File: src/sv/assert_macros.svh
// Concurrent assertion helpers, empty in synthesis builds.
`ifndef ASSERT_MACROS_SVH
`define ASSERT_MACROS_SVH

`ifndef SYNTHESIS

`define SEP_ASSERT(label, clk, rst_n, expr) \
    label: assert property (@(posedge clk) disable iff (!rst_n) (expr)) \
        else $error("%m: check failed");

`define SEP_ASSERT_IMP(label, clk, rst_n, ante, cons) \
    label: assert property (@(posedge clk) disable iff (!rst_n) (ante) |-> (cons)) \
        else $error("%m: check failed");

`else

`define SEP_ASSERT(label, clk, rst_n, expr)

`define SEP_ASSERT_IMP(label, clk, rst_n, ante, cons)

`endif

`endif

File: src/sv/sep_pkg.sv
package sep_pkg;

    localparam int DEFAULT_TABLE_DEPTH = 64;
    localparam int QUEUE_DEPTH         = 2;

    localparam int TIME_W     = 32;
    localparam int NEURON_W   = 24;
    localparam int CFG_W      = 32;
    localparam int CFG_IDX_W  = 2;
    localparam int S_TDATA_W  = TIME_W + NEURON_W;
    localparam int S_TUSER_W  = 1;
    localparam int M_TDATA_W  = NEURON_W;
    localparam int M_TUSER_W  = 2;

    typedef enum logic [CFG_IDX_W-1:0] {
        REG_PLAYBACK_ACTIVE = 2'd0,
        REG_LOOP_ENABLE     = 2'd1,
        REG_LOOP_GRID       = 2'd2,
        REG_LOOP_DELAY      = 2'd3
    } reg_idx_t;

    typedef enum logic {
        KIND_ADD  = 1'b0,
        KIND_TICK = 1'b1
    } kind_t;

    typedef struct packed {
        kind_t               kind;
        logic [TIME_W-1:0]   ev_time;
        logic [NEURON_W-1:0] neuron;
    } cmd_t;

    typedef struct packed {
        logic              active;
        logic              loop_en;
        logic [CFG_W-1:0]  grid;
        logic [CFG_W-1:0]  delay;
    } cfg_t;

    typedef struct packed {
        logic [TIME_W-1:0]   ev_time;
        logic [NEURON_W-1:0] neuron;
    } entry_t;

    typedef struct packed {
        logic                spike;
        logic [NEURON_W-1:0] neuron;
        logic                full;
        logic                last;
    } result_t;

    typedef enum logic [3:0] {
        S_IDLE,
        S_ADD_FULL,
        S_ADD_RD,
        S_ADD_CMP,
        S_ADD_RES,
        S_TICK_RD,
        S_TICK_CMP,
        S_TICK_FLUSH,
        S_DIV,
        S_DIV_END
    } state_t;

endpackage

File: src/sv/spike_event_playback.sv
// Add: each later entry is read, compared and shifted up, then the new one is written; a full table just reports.
// Tick: each due entry is read and compared and its spike queued; inactive or empty playback only flushes.
// A tick that schedules a loop restart also computes the grid remainder bit-serially.
// A two-entry input queue takes new transactions while the engine works.
// Reset (rst_n low, asynchronous): empty table, clock and restart time at zero,
// playback active, looping off, grid 1, delay 0.
module spike_event_playback #(
    parameter int TABLE_DEPTH = sep_pkg::DEFAULT_TABLE_DEPTH
) (
    input  logic                            clk,
    input  logic                            rst_n,
    input  logic                            s_tvalid,
    output logic                            s_tready,
    input  logic [sep_pkg::S_TDATA_W-1:0]   s_tdata,   // event_time, event_neuron
    input  logic [sep_pkg::S_TUSER_W-1:0]   s_tuser,   // cmd
    output logic                            m_tvalid,
    input  logic                            m_tready,
    output logic [sep_pkg::M_TDATA_W-1:0]   m_tdata,   // spike_neuron
    output logic [sep_pkg::M_TUSER_W-1:0]   m_tuser,   // spike_valid, add_full
    output logic                            m_tlast,
    input  logic                            cfg_we,
    input  logic [sep_pkg::CFG_IDX_W-1:0]   cfg_index,
    input  logic [sep_pkg::CFG_W-1:0]       cfg_data
);
    import sep_pkg::*;

    cfg_t    cfg_reg;
    logic    q_valid;
    logic    q_ready;
    cmd_t    q_cmd;
    result_t res;

    always_ff @(posedge clk or negedge rst_n)
    begin
        if (!rst_n)
        begin
            cfg_reg.active  <= 1'b1;
            cfg_reg.loop_en <= 1'b0;
            cfg_reg.grid    <= CFG_W'(1);
            cfg_reg.delay   <= '0;
        end
        else if (cfg_we)
        begin
            case (reg_idx_t'(cfg_index))
                REG_PLAYBACK_ACTIVE: cfg_reg.active  <= cfg_data[0];
                REG_LOOP_ENABLE:     cfg_reg.loop_en <= cfg_data[0];
                REG_LOOP_GRID:       cfg_reg.grid    <= cfg_data;
                REG_LOOP_DELAY:      cfg_reg.delay   <= cfg_data;
                default:
                begin
                end
            endcase
        end
    end

    sep_front u_front (
        .clk      (clk),
        .rst_n    (rst_n),
        .s_tvalid (s_tvalid),
        .s_tready (s_tready),
        .s_tdata  (s_tdata),
        .s_tuser  (s_tuser),
        .q_valid  (q_valid),
        .q_ready  (q_ready),
        .q_cmd    (q_cmd)
    );

    sep_engine #(
        .TABLE_DEPTH (TABLE_DEPTH)
    ) u_engine (
        .clk       (clk),
        .rst_n     (rst_n),
        .cfg       (cfg_reg),
        .q_valid   (q_valid),
        .q_ready   (q_ready),
        .q_cmd     (q_cmd),
        .out_valid (m_tvalid),
        .out_ready (m_tready),
        .out_res   (res)
    );

    assign m_tdata = res.neuron;
    assign m_tuser = {res.full, res.spike};
    assign m_tlast = res.last;

endmodule

File: src/sv/sep_front.sv
module sep_front (
    input  logic                            clk,
    input  logic                            rst_n,
    input  logic                            s_tvalid,
    output logic                            s_tready,
    input  logic [sep_pkg::S_TDATA_W-1:0]   s_tdata,   // event_time, event_neuron
    input  logic [sep_pkg::S_TUSER_W-1:0]   s_tuser,   // cmd
    output logic                            q_valid,
    input  logic                            q_ready,
    output sep_pkg::cmd_t                   q_cmd
);
    import sep_pkg::*;

    localparam int QAW = (QUEUE_DEPTH > 1) ? $clog2(QUEUE_DEPTH) : 1;
    localparam int QCW = $clog2(QUEUE_DEPTH + 1);

    cmd_t           fifo_mem [QUEUE_DEPTH];
    logic [QAW-1:0] wr_ptr_reg, wr_ptr_next;
    logic [QAW-1:0] rd_ptr_reg, rd_ptr_next;
    logic [QCW-1:0] cnt_reg, cnt_next;
    cmd_t           in_cmd;
    logic           push;
    logic           pop;

    // classify the incoming transaction
    always_comb
    begin
        in_cmd.kind    = (s_tuser[0] == 1'b1) ? KIND_TICK : KIND_ADD;
        in_cmd.ev_time = s_tdata[TIME_W-1:0];
        in_cmd.neuron  = s_tdata[S_TDATA_W-1:TIME_W];
    end

    assign s_tready = (cnt_reg != QCW'(QUEUE_DEPTH));
    assign q_valid  = (cnt_reg != '0);
    assign q_cmd    = fifo_mem[rd_ptr_reg];
    assign push     = s_tvalid && s_tready;
    assign pop      = q_valid && q_ready;

    always_comb
    begin
        wr_ptr_next = wr_ptr_reg;
        rd_ptr_next = rd_ptr_reg;
        cnt_next    = cnt_reg;
        if (push)
        begin
            wr_ptr_next = (wr_ptr_reg == QAW'(QUEUE_DEPTH - 1)) ? '0 : wr_ptr_reg + 1'b1;
        end
        if (pop)
        begin
            rd_ptr_next = (rd_ptr_reg == QAW'(QUEUE_DEPTH - 1)) ? '0 : rd_ptr_reg + 1'b1;
        end
        if (push && !pop)
        begin
            cnt_next = cnt_reg + 1'b1;
        end
        else if (pop && !push)
        begin
            cnt_next = cnt_reg - 1'b1;
        end
    end

    always_ff @(posedge clk or negedge rst_n)
    begin
        if (!rst_n)
        begin
            wr_ptr_reg <= '0;
            rd_ptr_reg <= '0;
            cnt_reg    <= '0;
        end
        else
        begin
            wr_ptr_reg <= wr_ptr_next;
            rd_ptr_reg <= rd_ptr_next;
            cnt_reg    <= cnt_next;
        end
    end

    always_ff @(posedge clk)
    begin
        if (push)
        begin
            fifo_mem[wr_ptr_reg] <= in_cmd;
        end
    end

endmodule

File: src/sv/sep_engine.sv
`include "assert_macros.svh"

module sep_engine #(
    parameter int TABLE_DEPTH = sep_pkg::DEFAULT_TABLE_DEPTH
) (
    input  logic              clk,
    input  logic              rst_n,
    input  sep_pkg::cfg_t     cfg,
    input  logic              q_valid,
    output logic              q_ready,
    input  sep_pkg::cmd_t     q_cmd,
    output logic              out_valid,
    input  logic              out_ready,
    output sep_pkg::result_t  out_res
);
    import sep_pkg::*;

    localparam int AW  = (TABLE_DEPTH > 1) ? $clog2(TABLE_DEPTH) : 1;
    localparam int CW  = $clog2(TABLE_DEPTH + 1);
    localparam int DCW = $clog2(TIME_W);

    state_t              state_reg, state_next;

    entry_t              mem [TABLE_DEPTH];
    entry_t              rd_reg;
    logic                mem_we;
    logic [AW-1:0]       mem_wa;
    entry_t              mem_wd;
    logic                mem_re;
    logic [AW-1:0]       mem_ra;

    logic [CW-1:0]       count_reg, count_next;
    logic [CW-1:0]       ptr_reg, ptr_next;
    logic [CW-1:0]       idx_reg, idx_next;
    logic [TIME_W-1:0]   clock_reg, clock_next;
    logic [TIME_W-1:0]   base_reg, base_next;
    logic [TIME_W-1:0]   restart_reg, restart_next;
    logic [TIME_W-1:0]   offs_reg, offs_next;
    logic [TIME_W-1:0]   cur_time_reg, cur_time_next;
    logic [NEURON_W-1:0] cur_neuron_reg, cur_neuron_next;
    logic                tick_act_reg, tick_act_next;
    logic                pend_reg, pend_next;
    logic [NEURON_W-1:0] pend_neuron_reg, pend_neuron_next;

    logic [TIME_W-1:0]   div_r_reg, div_r_next;
    logic [TIME_W-1:0]   div_sh_reg, div_sh_next;
    logic [TIME_W-1:0]   div_rem_reg, div_rem_next;
    logic [TIME_W-1:0]   div_g_reg, div_g_next;
    logic [DCW-1:0]      div_cnt_reg, div_cnt_next;

    logic                out_valid_reg;
    result_t             out_res_reg;
    logic                push;
    result_t             push_res;

    logic                out_free;
    logic                table_full;
    logic                hit_restart;
    logic                ptr_in_table;
    logic                due;
    logic                loop_go;
    logic [TIME_W:0]     div_trial;
    logic [TIME_W:0]     div_diff;

    assign out_free     = !out_valid_reg || out_ready;
    assign table_full   = (count_reg == CW'(TABLE_DEPTH));
    assign hit_restart  = (clock_reg == restart_reg);
    assign ptr_in_table = (ptr_reg < count_reg);
    assign due          = (rd_reg.ev_time <= offs_reg);
    assign loop_go      = tick_act_reg && (ptr_reg == count_reg) &&
                          (restart_reg < clock_reg) && cfg.loop_en;
    assign div_trial    = {div_rem_reg, div_sh_reg[TIME_W-1]};
    assign div_diff     = div_trial - {1'b0, div_g_reg};

    // next state
    always_comb
    begin
        state_next = state_reg;
        case (state_reg)
            S_IDLE:
            begin
                if (q_valid)
                begin
                    if (q_cmd.kind == KIND_ADD)
                    begin
                        state_next = table_full ? S_ADD_FULL : S_ADD_RD;
                    end
                    else
                    begin
                        state_next = (cfg.active && count_reg != '0) ? S_TICK_RD
                                                                    : S_TICK_FLUSH;
                    end
                end
            end
            S_ADD_FULL:
            begin
                if (out_free)
                begin
                    state_next = S_IDLE;
                end
            end
            S_ADD_RD:
            begin
                state_next = (idx_reg == '0) ? S_ADD_RES : S_ADD_CMP;
            end
            S_ADD_CMP:
            begin
                state_next = (rd_reg.ev_time > cur_time_reg) ? S_ADD_RD : S_ADD_RES;
            end
            S_ADD_RES:
            begin
                if (out_free)
                begin
                    state_next = S_IDLE;
                end
            end
            S_TICK_RD:
            begin
                state_next = ptr_in_table ? S_TICK_CMP : S_TICK_FLUSH;
            end
            S_TICK_CMP:
            begin
                if (!due)
                begin
                    state_next = S_TICK_FLUSH;
                end
                else if (!pend_reg || out_free)
                begin
                    state_next = S_TICK_RD;
                end
            end
            S_TICK_FLUSH:
            begin
                if (out_free)
                begin
                    state_next = loop_go ? S_DIV : S_IDLE;
                end
            end
            S_DIV:
            begin
                if (div_cnt_reg == '0)
                begin
                    state_next = S_DIV_END;
                end
            end
            S_DIV_END:
            begin
                state_next = S_IDLE;
            end
            default:
            begin
                state_next = S_IDLE;
            end
        endcase
    end

    // datapath and handshake outputs
    always_comb
    begin
        q_ready          = 1'b0;
        mem_we           = 1'b0;
        mem_wa           = idx_reg[AW-1:0];
        mem_wd           = rd_reg;
        mem_re           = 1'b0;
        mem_ra           = ptr_reg[AW-1:0];
        push             = 1'b0;
        push_res         = '0;
        push_res.last    = 1'b1;
        count_next       = count_reg;
        ptr_next         = ptr_reg;
        idx_next         = idx_reg;
        clock_next       = clock_reg;
        base_next        = base_reg;
        restart_next     = restart_reg;
        offs_next        = offs_reg;
        cur_time_next    = cur_time_reg;
        cur_neuron_next  = cur_neuron_reg;
        tick_act_next    = tick_act_reg;
        pend_next        = pend_reg;
        pend_neuron_next = pend_neuron_reg;
        div_r_next       = div_r_reg;
        div_sh_next      = div_sh_reg;
        div_rem_next     = div_rem_reg;
        div_g_next       = div_g_reg;
        div_cnt_next     = div_cnt_reg;

        case (state_reg)
            S_IDLE:
            begin
                q_ready         = 1'b1;
                cur_time_next   = q_cmd.ev_time;
                cur_neuron_next = q_cmd.neuron;
                idx_next        = count_reg;
                tick_act_next   = cfg.active && (count_reg != '0);
                pend_next       = 1'b0;
                if (q_valid && q_cmd.kind == KIND_TICK && cfg.active && count_reg != '0)
                begin
                    if (hit_restart)
                    begin
                        ptr_next  = '0;
                        base_next = clock_reg;
                        offs_next = '0;
                    end
                    else
                    begin
                        offs_next = clock_reg - base_reg;
                    end
                end
            end
            S_ADD_FULL:
            begin
                push          = out_free;
                push_res.full = 1'b1;
            end
            S_ADD_RD:
            begin
                if (idx_reg == '0)
                begin
                    mem_we     = 1'b1;
                    mem_wd     = '{ev_time: cur_time_reg, neuron: cur_neuron_reg};
                    count_next = count_reg + 1'b1;
                end
                else
                begin
                    mem_re = 1'b1;
                    mem_ra = AW'(idx_reg - 1'b1);
                end
            end
            S_ADD_CMP:
            begin
                mem_we = 1'b1;
                if (rd_reg.ev_time > cur_time_reg)
                begin
                    mem_wd   = rd_reg;
                    idx_next = idx_reg - 1'b1;
                end
                else
                begin
                    mem_wd     = '{ev_time: cur_time_reg, neuron: cur_neuron_reg};
                    count_next = count_reg + 1'b1;
                end
            end
            S_ADD_RES:
            begin
                push = out_free;
            end
            S_TICK_RD:
            begin
                mem_re = ptr_in_table;
            end
            S_TICK_CMP:
            begin
                if (due && (!pend_reg || out_free))
                begin
                    push             = pend_reg;
                    push_res.spike   = 1'b1;
                    push_res.neuron  = pend_neuron_reg;
                    push_res.last    = 1'b0;
                    pend_next        = 1'b1;
                    pend_neuron_next = rd_reg.neuron;
                    ptr_next         = ptr_reg + 1'b1;
                end
            end
            S_TICK_FLUSH:
            begin
                push            = out_free;
                push_res.spike  = pend_reg;
                push_res.neuron = pend_reg ? pend_neuron_reg : '0;
                if (out_free)
                begin
                    pend_next = 1'b0;
                    if (loop_go)
                    begin
                        div_r_next   = clock_reg + cfg.delay;
                        div_sh_next  = clock_reg + cfg.delay;
                        div_rem_next = '0;
                        div_g_next   = (cfg.grid == '0) ? TIME_W'(1) : cfg.grid;
                        div_cnt_next = DCW'(TIME_W - 1);
                    end
                    else
                    begin
                        clock_next = clock_reg + 1'b1;
                    end
                end
            end
            S_DIV:
            begin
                // one restoring step per cycle; only the remainder is kept
                div_sh_next  = {div_sh_reg[TIME_W-2:0], 1'b0};
                div_rem_next = div_diff[TIME_W] ? div_trial[TIME_W-1:0]
                                                : div_diff[TIME_W-1:0];
                div_cnt_next = div_cnt_reg - 1'b1;
            end
            S_DIV_END:
            begin
                restart_next = (div_rem_reg == '0) ? div_r_reg
                                                   : div_r_reg - div_rem_reg + div_g_reg;
                clock_next   = clock_reg + 1'b1;
            end
            default:
            begin
            end
        endcase
    end

    always_ff @(posedge clk or negedge rst_n)
    begin
        if (!rst_n)
        begin
            state_reg     <= S_IDLE;
            count_reg     <= '0;
            ptr_reg       <= '0;
            idx_reg       <= '0;
            clock_reg     <= '0;
            base_reg      <= '0;
            restart_reg   <= '0;
            tick_act_reg  <= 1'b0;
            pend_reg      <= 1'b0;
            div_cnt_reg   <= '0;
            out_valid_reg <= 1'b0;
        end
        else
        begin
            state_reg    <= state_next;
            count_reg    <= count_next;
            ptr_reg      <= ptr_next;
            idx_reg      <= idx_next;
            clock_reg    <= clock_next;
            base_reg     <= base_next;
            restart_reg  <= restart_next;
            tick_act_reg <= tick_act_next;
            pend_reg     <= pend_next;
            div_cnt_reg  <= div_cnt_next;
            if (push)
            begin
                out_valid_reg <= 1'b1;
            end
            else if (out_ready)
            begin
                out_valid_reg <= 1'b0;
            end
        end
    end

    always_ff @(posedge clk)
    begin
        offs_reg        <= offs_next;
        cur_time_reg    <= cur_time_next;
        cur_neuron_reg  <= cur_neuron_next;
        pend_neuron_reg <= pend_neuron_next;
        div_r_reg       <= div_r_next;
        div_sh_reg      <= div_sh_next;
        div_rem_reg     <= div_rem_next;
        div_g_reg       <= div_g_next;
        if (push)
        begin
            out_res_reg <= push_res;
        end
    end

    // event table
    always_ff @(posedge clk)
    begin
        if (mem_we)
        begin
            mem[mem_wa] <= mem_wd;
        end
        if (mem_re)
        begin
            rd_reg <= mem[mem_ra];
        end
    end

    assign out_valid = out_valid_reg;
    assign out_res   = out_res_reg;

    `SEP_ASSERT(a_count_bound, clk, rst_n, count_reg <= CW'(TABLE_DEPTH))
    `SEP_ASSERT(a_ptr_bound, clk, rst_n, ptr_reg <= count_reg)
    `SEP_ASSERT_IMP(a_push_free, clk, rst_n, push, out_free)
    `SEP_ASSERT_IMP(a_idle_no_pend, clk, rst_n, state_reg == S_IDLE, !pend_reg)
    `SEP_ASSERT_IMP(a_div_grid, clk, rst_n, state_reg == S_DIV, div_g_reg != '0)

endmodule

File: config.mk
export PLATFORM = sky130hd
export DESIGN_NAME = spike_event_playback
export DESIGN_NICKNAME = d
export VERILOG_FILES = /design/src/sv/sep_pkg.sv /design/src/sv/spike_event_playback.sv /design/src/sv/sep_front.sv /design/src/sv/sep_engine.sv
export VERILOG_INCLUDE_DIRS = /design/src /design/src/sv
export SDC_FILE = /design/constraint.sdc
export NUM_CORES = 2
export LEC_CHECK = 0
export BUFFER_PORTS_ARGS = -buffer_cell sky130_fd_sc_hd__buf_2
export CAP_MARGIN = 25
export CORE_MARGIN = 10
export CORE_UTILIZATION = 50
export DETAILED_ROUTE_END_ITERATION = 10
export PLACE_DENSITY = 0.71
export SKIP_CTS_REPAIR_TIMING = 1
export SLEW_MARGIN = 30
export SYNTH_ARGS = -nofsm -noshare
export SYNTH_HDL_FRONTEND = slang
export SYNTH_SLANG_ARGS = --single-unit
File: constraint.sdc
create_clock -name clk -period 8.62 [get_ports clk]
set_input_delay 2.155 -clock clk [delete_from_list [all_inputs] [get_ports clk]]
set_output_delay 2.155 -clock clk [all_outputs]
set_load 0.1 [all_outputs]
Word level (Yosys, flattened, before mapping)
Memories as Yosys holds them, arrays and structs flattened. A register that Yosys moved wholly into a read port is not among the register bits.
Index checks and enable logic that the tools add are counted.
{"block": "op_classes", "n_addsub": 14, "magnitude_cmp": 4, "eq_ne": 29, "muxes": 68, "n_reduce_logical": 51}
{"cell": "2-to-1 mux 32 bit", "count": 8}
{"cell": "one-hot mux 32 bit (2 select lines)", "count": 3}
{"cell": "2-to-1 mux 56 bit", "count": 2}
{"cell": "one-hot mux 56 bit (2 select lines)", "count": 1}
{"cell": "adder 32 bit", "count": 2}
{"cell": "zero test 32 bit", "count": 2}
{"cell": "subtractor 32 bit", "count": 2}
{"cell": "one-hot mux 25 bit (2 select lines)", "count": 1}
{"cell": "2-to-1 mux 7 bit", "count": 6}
{"cell": "one-hot mux 7 bit (2 select lines)", "count": 3}
{"cell": "subtractor 33 x 32 -> 33 bit", "count": 1}
{"cell": "adder 32 x 1 -> 32 bit (second input constant)", "count": 1}
{"cell": "equality test 32 bit", "count": 1}
{"cell": "> comparator 32 bit", "count": 1}
{"cell": "less-or-equal comparator 32 bit", "count": 1}
{"cell": "less-than comparator 32 bit", "count": 1}
{"cell": "2-to-1 mux 4 bit", "count": 8}
{"cell": "one-hot mux 4 bit (8 select lines)", "count": 1}
{"cell": "2-to-1 mux 25 bit", "count": 1}
{"cell": "2-to-1 mux 24 bit", "count": 1}
{"cell": "inequality test 2 x 1 -> 1 bit (second input constant)", "count": 10}
{"cell": "2-to-1 mux 1 bit", "count": 18}
{"cell": "AND reduction 3 bit", "count": 6}
{"cell": "equality test 4 x 3 -> 1 bit (second input constant)", "count": 4}
{"cell": "other kinds (38)", "count": 81}
{"block": "totals", "regBits": 466, "ramBits": 3698, "input_bits": 96, "output_inout_bits": 29, "mem_count": 2}
{"memory": "u_engine.mem", "depth": 64, "word_bits": 56, "rd": 1, "rd_clocked_by_memory_dff": 1, "wr": 1, "line": "sep_engine.sv:24", "rtl": "entry_t mem [TABLE_DEPTH];"}
{"memory": "u_front.fifo_mem", "depth": 2, "word_bits": 57, "rd": 1, "rd_clocked_by_memory_dff": 0, "wr": 1, "line": "sep_front.sv:17", "rtl": "cmd_t fifo_mem [QUEUE_DEPTH];"}

Longest topological paths before layout
{"block": "depth", "ltp_word": 7, "depth_mapped": 18, "ltp_nobuf": 16}

Cells and area by module
From an unflattened synthesis, not the netlist that was laid out.
{"block": "hier_totals", "cells_unflattened": 13522, "area_unflattened_um2": 172858.3}
{"mod": "sep_engine", "instances": 1, "cells_per_inst": 13185, "area_each_um2": 165871.6}
{"mod": "sep_front", "instances": 1, "cells_per_inst": 195, "area_each_um2": 4383.0}
{"mod": "spike_event_playback", "instances": 1, "cells_per_inst": 142, "area_each_um2": 2603.7}

Worst setup path before layout
Ideal clock, no wire load.
{"block": "synth_path", "kind": "register to register", "from": "register u_engine.state_reg[0]", "to": "memory u_engine.mem[12][0] (netlist bit) (enable)", "setup_ps": 609, "t_arrival_ps": 6448, "required_time_ps": 8011, "setup_slack_ps": 1563, "path_stages_with_launch": 5, "period_less_slack_ps": 7057, "path_cell_list": "dfrtp_1 > clkbuf_1 > clkbuf_1 > nand3_1 > nor4_1"}
{"block": "synth_between", "elab_chain_cells": 4, "elab_cells_between_ends": 5, "cone_classes": "eq/ne (2); mux (3)"}
{"element": "start, declared", "line": "sep_engine.sv:22", "rtl": "state_t state_reg, state_next;"}
{"element": "start signal, assigned", "line": "sep_engine.sv:324", "rtl": "state_reg <= state_next;"}
{"element": "equality test 4 x 2 -> 1 bit", "line": "sep_engine.sv:187", "rtl": "case (state_reg)"}
{"element": "one-hot mux 1 bit (2 select lines) *", "line": "sep_engine.sv:187"}
{"element": "2-to-1 mux 1 bit *", "line": "sep_engine.sv:364", "rtl": "if (mem_we)"}
{"element": "2-to-1 mux 1 bit (implied by the code) *", "line": "sep_engine.sv:366", "rtl": "mem[mem_wa] <= mem_wd;"}
{"element": "end, declared", "line": "sep_engine.sv:24"}
Every way passes the cells marked *; elsewhere a longest branch is shown, timed or not.

Worst setup path in the final report
{"block": "layout_path", "from": "register u_engine.idx_reg[0]", "to": "register u_engine.rd_reg[45] (netlist name)"}
{"block": "layout_between", "elab_chain_cells": 3, "elab_cells_between_ends": 6, "cone_classes": "add/sub (1); mux (4); reduce/logical (1)"}
{"element": "start, declared", "line": "sep_engine.sv:34", "rtl": "logic [CW-1:0] idx_reg, idx_next;"}
{"element": "start signal, assigned", "line": "sep_engine.sv:327", "rtl": "idx_reg <= idx_next;"}
{"element": "subtractor 7 x 1 -> 7 bit / zero test 7 bit (equally long branches)", "line": "sep_engine.sv:226, sep_engine.sv:217"}
{"element": "2-to-1 mux 6 bit / 2-to-1 mux 1 bit (equally long branches)", "line": "sep_engine.sv:217", "rtl": "if (idx_reg == '0)"}
{"element": "2-to-1 mux 6 bit / one-hot mux 1 bit (2 select lines) (equally long branches)", "line": "sep_engine.sv:187"}
Several ways; a longest one is shown, not always the timed one.
A chain may end at the register's enable or synchronous reset.

==> metrics.md <==
| Metric | Value |
|---|---|
| Met2 routed WL | between 200 and 250 mm |
| P&R area growth vs syn | 11.6% |
| Final min period | ~5.6 ns |
| Syn nets | between 10k and 15k |
| Worst hold slack | roughly 0.46 ns |
| DPL Wire Length | between 200 and 300 mm |
| Primary FF master, synth | edfxtp_1 |
| Fillers | between 20k and 30k |
| Largest net degree at the start of global routing | 208 |
| Fin crit share | 0.652 |
| CP Cell Sequence | inv_1 -> ha_1 -> nor3b_1 -> and3b_1 -> or4_1 -> nand2_1 -> a21boi_4 -> buf_4 -> buf_4 -> buf_4 -> nand2_1 -> nand3_1 -> nand4_1 -> o22ai_1 -> or4_1 |
| Cell accounting for the most synthesized area | edfxtp_1 |
| Clk buf depth | 4 |
| Die height | just over 600 µm |
| Worst skew pair latency | 1.02 ns |
| Initial antenna violation count | 42 |
| DRT met1 WL | about 180 mm |
| Vias | 113k |
| Max-Cap Viols | 0 |
| Leakage | ~67 nW |
| CTS Root Cell | clkbuf_16 |
| Number of synthesized flops with an enable pin | a little over 4k |
| DR top layer | met5 |
| Final TNS setup | 0 ns |
| Setup CP Type | flop to flop |
| Worst endpoint required time | about 9.4 ns |
| Ys Warns | 0 |
| Critical path's slowest cell | buf_4 |
| # DRC | 0 |
| Crit path launch type | flop |
| CTS buffer count | 413 |
| Die Wd | about 600 µm |
| Htree depth | 5 |
| Gpl congestion | 0.860 |
| Sinks on Clock Net | about 4.2k |
| Ys async rst share | 0.0472 |
| Placed insts | about 18k |
| Peak VDD IR | about 0.55 mV |
| IO Count | approximately 130 |
| Syn avg cell area | between 10 and 15 µm² |
| Pwr Density | 387 mW/mm² |
| Tot GR Track Use | 0.262 |
| Cell area after synthesis | between 0.15 and 0.2 mm² |
| Max incr delay on CP | about 0.66 ns |
| Yosys reg bits | ~4.2k |
| Hold WC Path Type | flop to flop |
| Critical path fanouts, max | between 60 and 70 |
| Vias/cell | just over 6 |
| Slew headroom | 0.203 |
| Initial detailed-routing violation count | around 19k |
| Nets@finish | between 10k and 15k |
| Starting density of the core | 0.502 |
| Max-slew violation count | 0 |
| Cell mode on critical path | buf_4 |
| Layout Skew | ~0.12 ns |
| Arrival @ worst endpoint | between 6 and 7 ns |
| Fraction of layout cells with a size suffix above 1 | 0.0894 |
| Register area share after synthesis | 0.728 |
| Yosys top cell area share | 0.700 |
| Fin cells | ~18k |
| DR WL/cell | roughly 27 µm |
| Global-route wire length before repair | 726 mm |
| Final wirelength | approximately 510 mm |
| Vias in the first global route | around 110k |
| Netlist cell types | 73 |
| Input/output buffers | approximately 120 |
| Total power draw | about 0.074 W |
| CTS tree | done |
| Unrepaired setup endpoints after global routing | false |
| DR WL met3 | ~60 mm |
| Fin. Hold Viols | 0 |
| Drt first pass iters | 6 |
| Die area | roughly 0.37 mm² |
| Mapped Cells | between 10k and 15k |
| CP endpoint kind | flop |
| Status | complete, no violations |
| Area of the core | 0.344 mm² |
| Grt total ovfl | 0 |
| Final setup viols | 0 |
| Worst-Margin Slew | between 1 and 1.5 ns |
| Commonest cells in the netlist | 4021 x edfxtp_1, 3831 x nand2_1, 1863 x nand3_1 |
| Rows | 215 |
| Dominant cells by area after synthesis | edfxtp_1 70%, nand2_1 8.3%, nand3_1 5.4% |
| Top-count cell post-synth | edfxtp_1 |
| Final ANT Viol Nets | 0 |
| Clock Pin Slew Worst Setup and Hold Paths | around 0.070 ns |
| Max reg flops | 3584 |
| F_max | between 150 and 200 MHz |
per-stage QoR:
step                      utilization  worst slack, ns  cell area (µm²)
after floorplan                     -             1.56           173000
after global routing            0.560             2.85           193000
after global placement          0.521             3.22           179000
after detailed placement        0.522             3.16           179000
final                           0.561             3.00           193000
after CTS                       0.560             3.15           192000
logic make-up after synthesis:
family | count (synthesis) | synth area share
simple gates | 6748 | 0.172
flops | 4220 | 0.728
buf+inv | 1093 | 0.0262
compound gates | 851 | 0.0309
fa+ha+maj | 271 | 0.0211
mux | 208 | 0.0133
xor+xnor | 149 | 0.00756
power by group:
group	internal [W]	switching (W)	total, W
clock network	0.00964	0.00777	0.0174
logic	0.00710	0.0209	0.0280
registers	0.0281	0.000870	0.0290
total	0.0448	0.0296	0.0744
placed cells by master, fill, tap and decap left out, drive strengths merged, types with 59 or more instances in the layout:
| master | synthesis | routed |
|---|---|---|
| nand4 | 492 | 492 |
| a21oi | 174 | 174 |
| nand2 | 3831 | 3831 |
| dfrtp | 197 | 197 |
| inv | 320 | 332 |
| clkbuf | 462 | 518 |
| ha | 237 | 237 |
| edfxtp | 4021 | 4021 |
| nor2 | 245 | 245 |
| a21o | 88 | 88 |
| clkinv | 0 | 199 |
| mux2 | 172 | 172 |
| buf | 311 | 375 |
| nor3 | 64 | 64 |
| o22ai | 231 | 231 |
| nand3 | 1863 | 1863 |
| xnor2 | 106 | 106 |
| o21ai | 179 | 179 |
| or4 | 59 | 59 |
routing by layer:
layer,vias up,GRT usage
met3,1526,0.0470
met5,-,0
met4,26,0.127
li1,49100,-
met2,7260,0.414
met1,55100,0.354
final timing paths:
path	from	end	slack [ns]	cells after the start
min	u_engine.rd_reg[0]	u_engine.pend_neuron_reg[0]	0.46	0
max reg2reg	u_engine.idx_reg[0]	u_engine.rd_reg[45]	3.00	15
max	u_engine.idx_reg[0]	u_engine.rd_reg[45]	3.00	15
min reg2reg	u_engine.rd_reg[0]	u_engine.pend_neuron_reg[0]	0.46	0
max in group asynchronous	rst_n	u_front.rd_ptr_reg	6.28	2
min in group asynchronous	rst_n	cfg_reg[48]	1.21	1
critical path, delay by kind of cell, from the launching register on:
| family | cells | cell delay [ns] |
|---|---|---|
| AND/OR/NAND/NOR | 8 | 1.88 |
| buffers and inverters | 4 | 1.88 |
| AO/OA/AOI/OAI | 2 | 0.80 |
| flip-flops | 1 | 0.49 |
| adder cells (fa/ha/maj) | 1 | 0.33 |
layout make-up:
| cell class | instances | area [µm²] | area share |
|---|---|---|---|
| diodes | 11 | 27.5 | 0.000143 |
| clock buffers | 517 | 10900 | 0.0563 |
| clock inverters | 240 | 2110 | 0.0109 |
| inverters | 320 | 1200 | 0.00625 |
| multi-input cells | 8227 | 43500 | 0.226 |
| flip-flops and latches | 4220 | 126000 | 0.653 |
| well taps | 4557 | 5700 | 0.0296 |
| repair buffers | 376 | 3480 | 0.0181 |
Note: power is estimated with default switching activity, not from simulation.
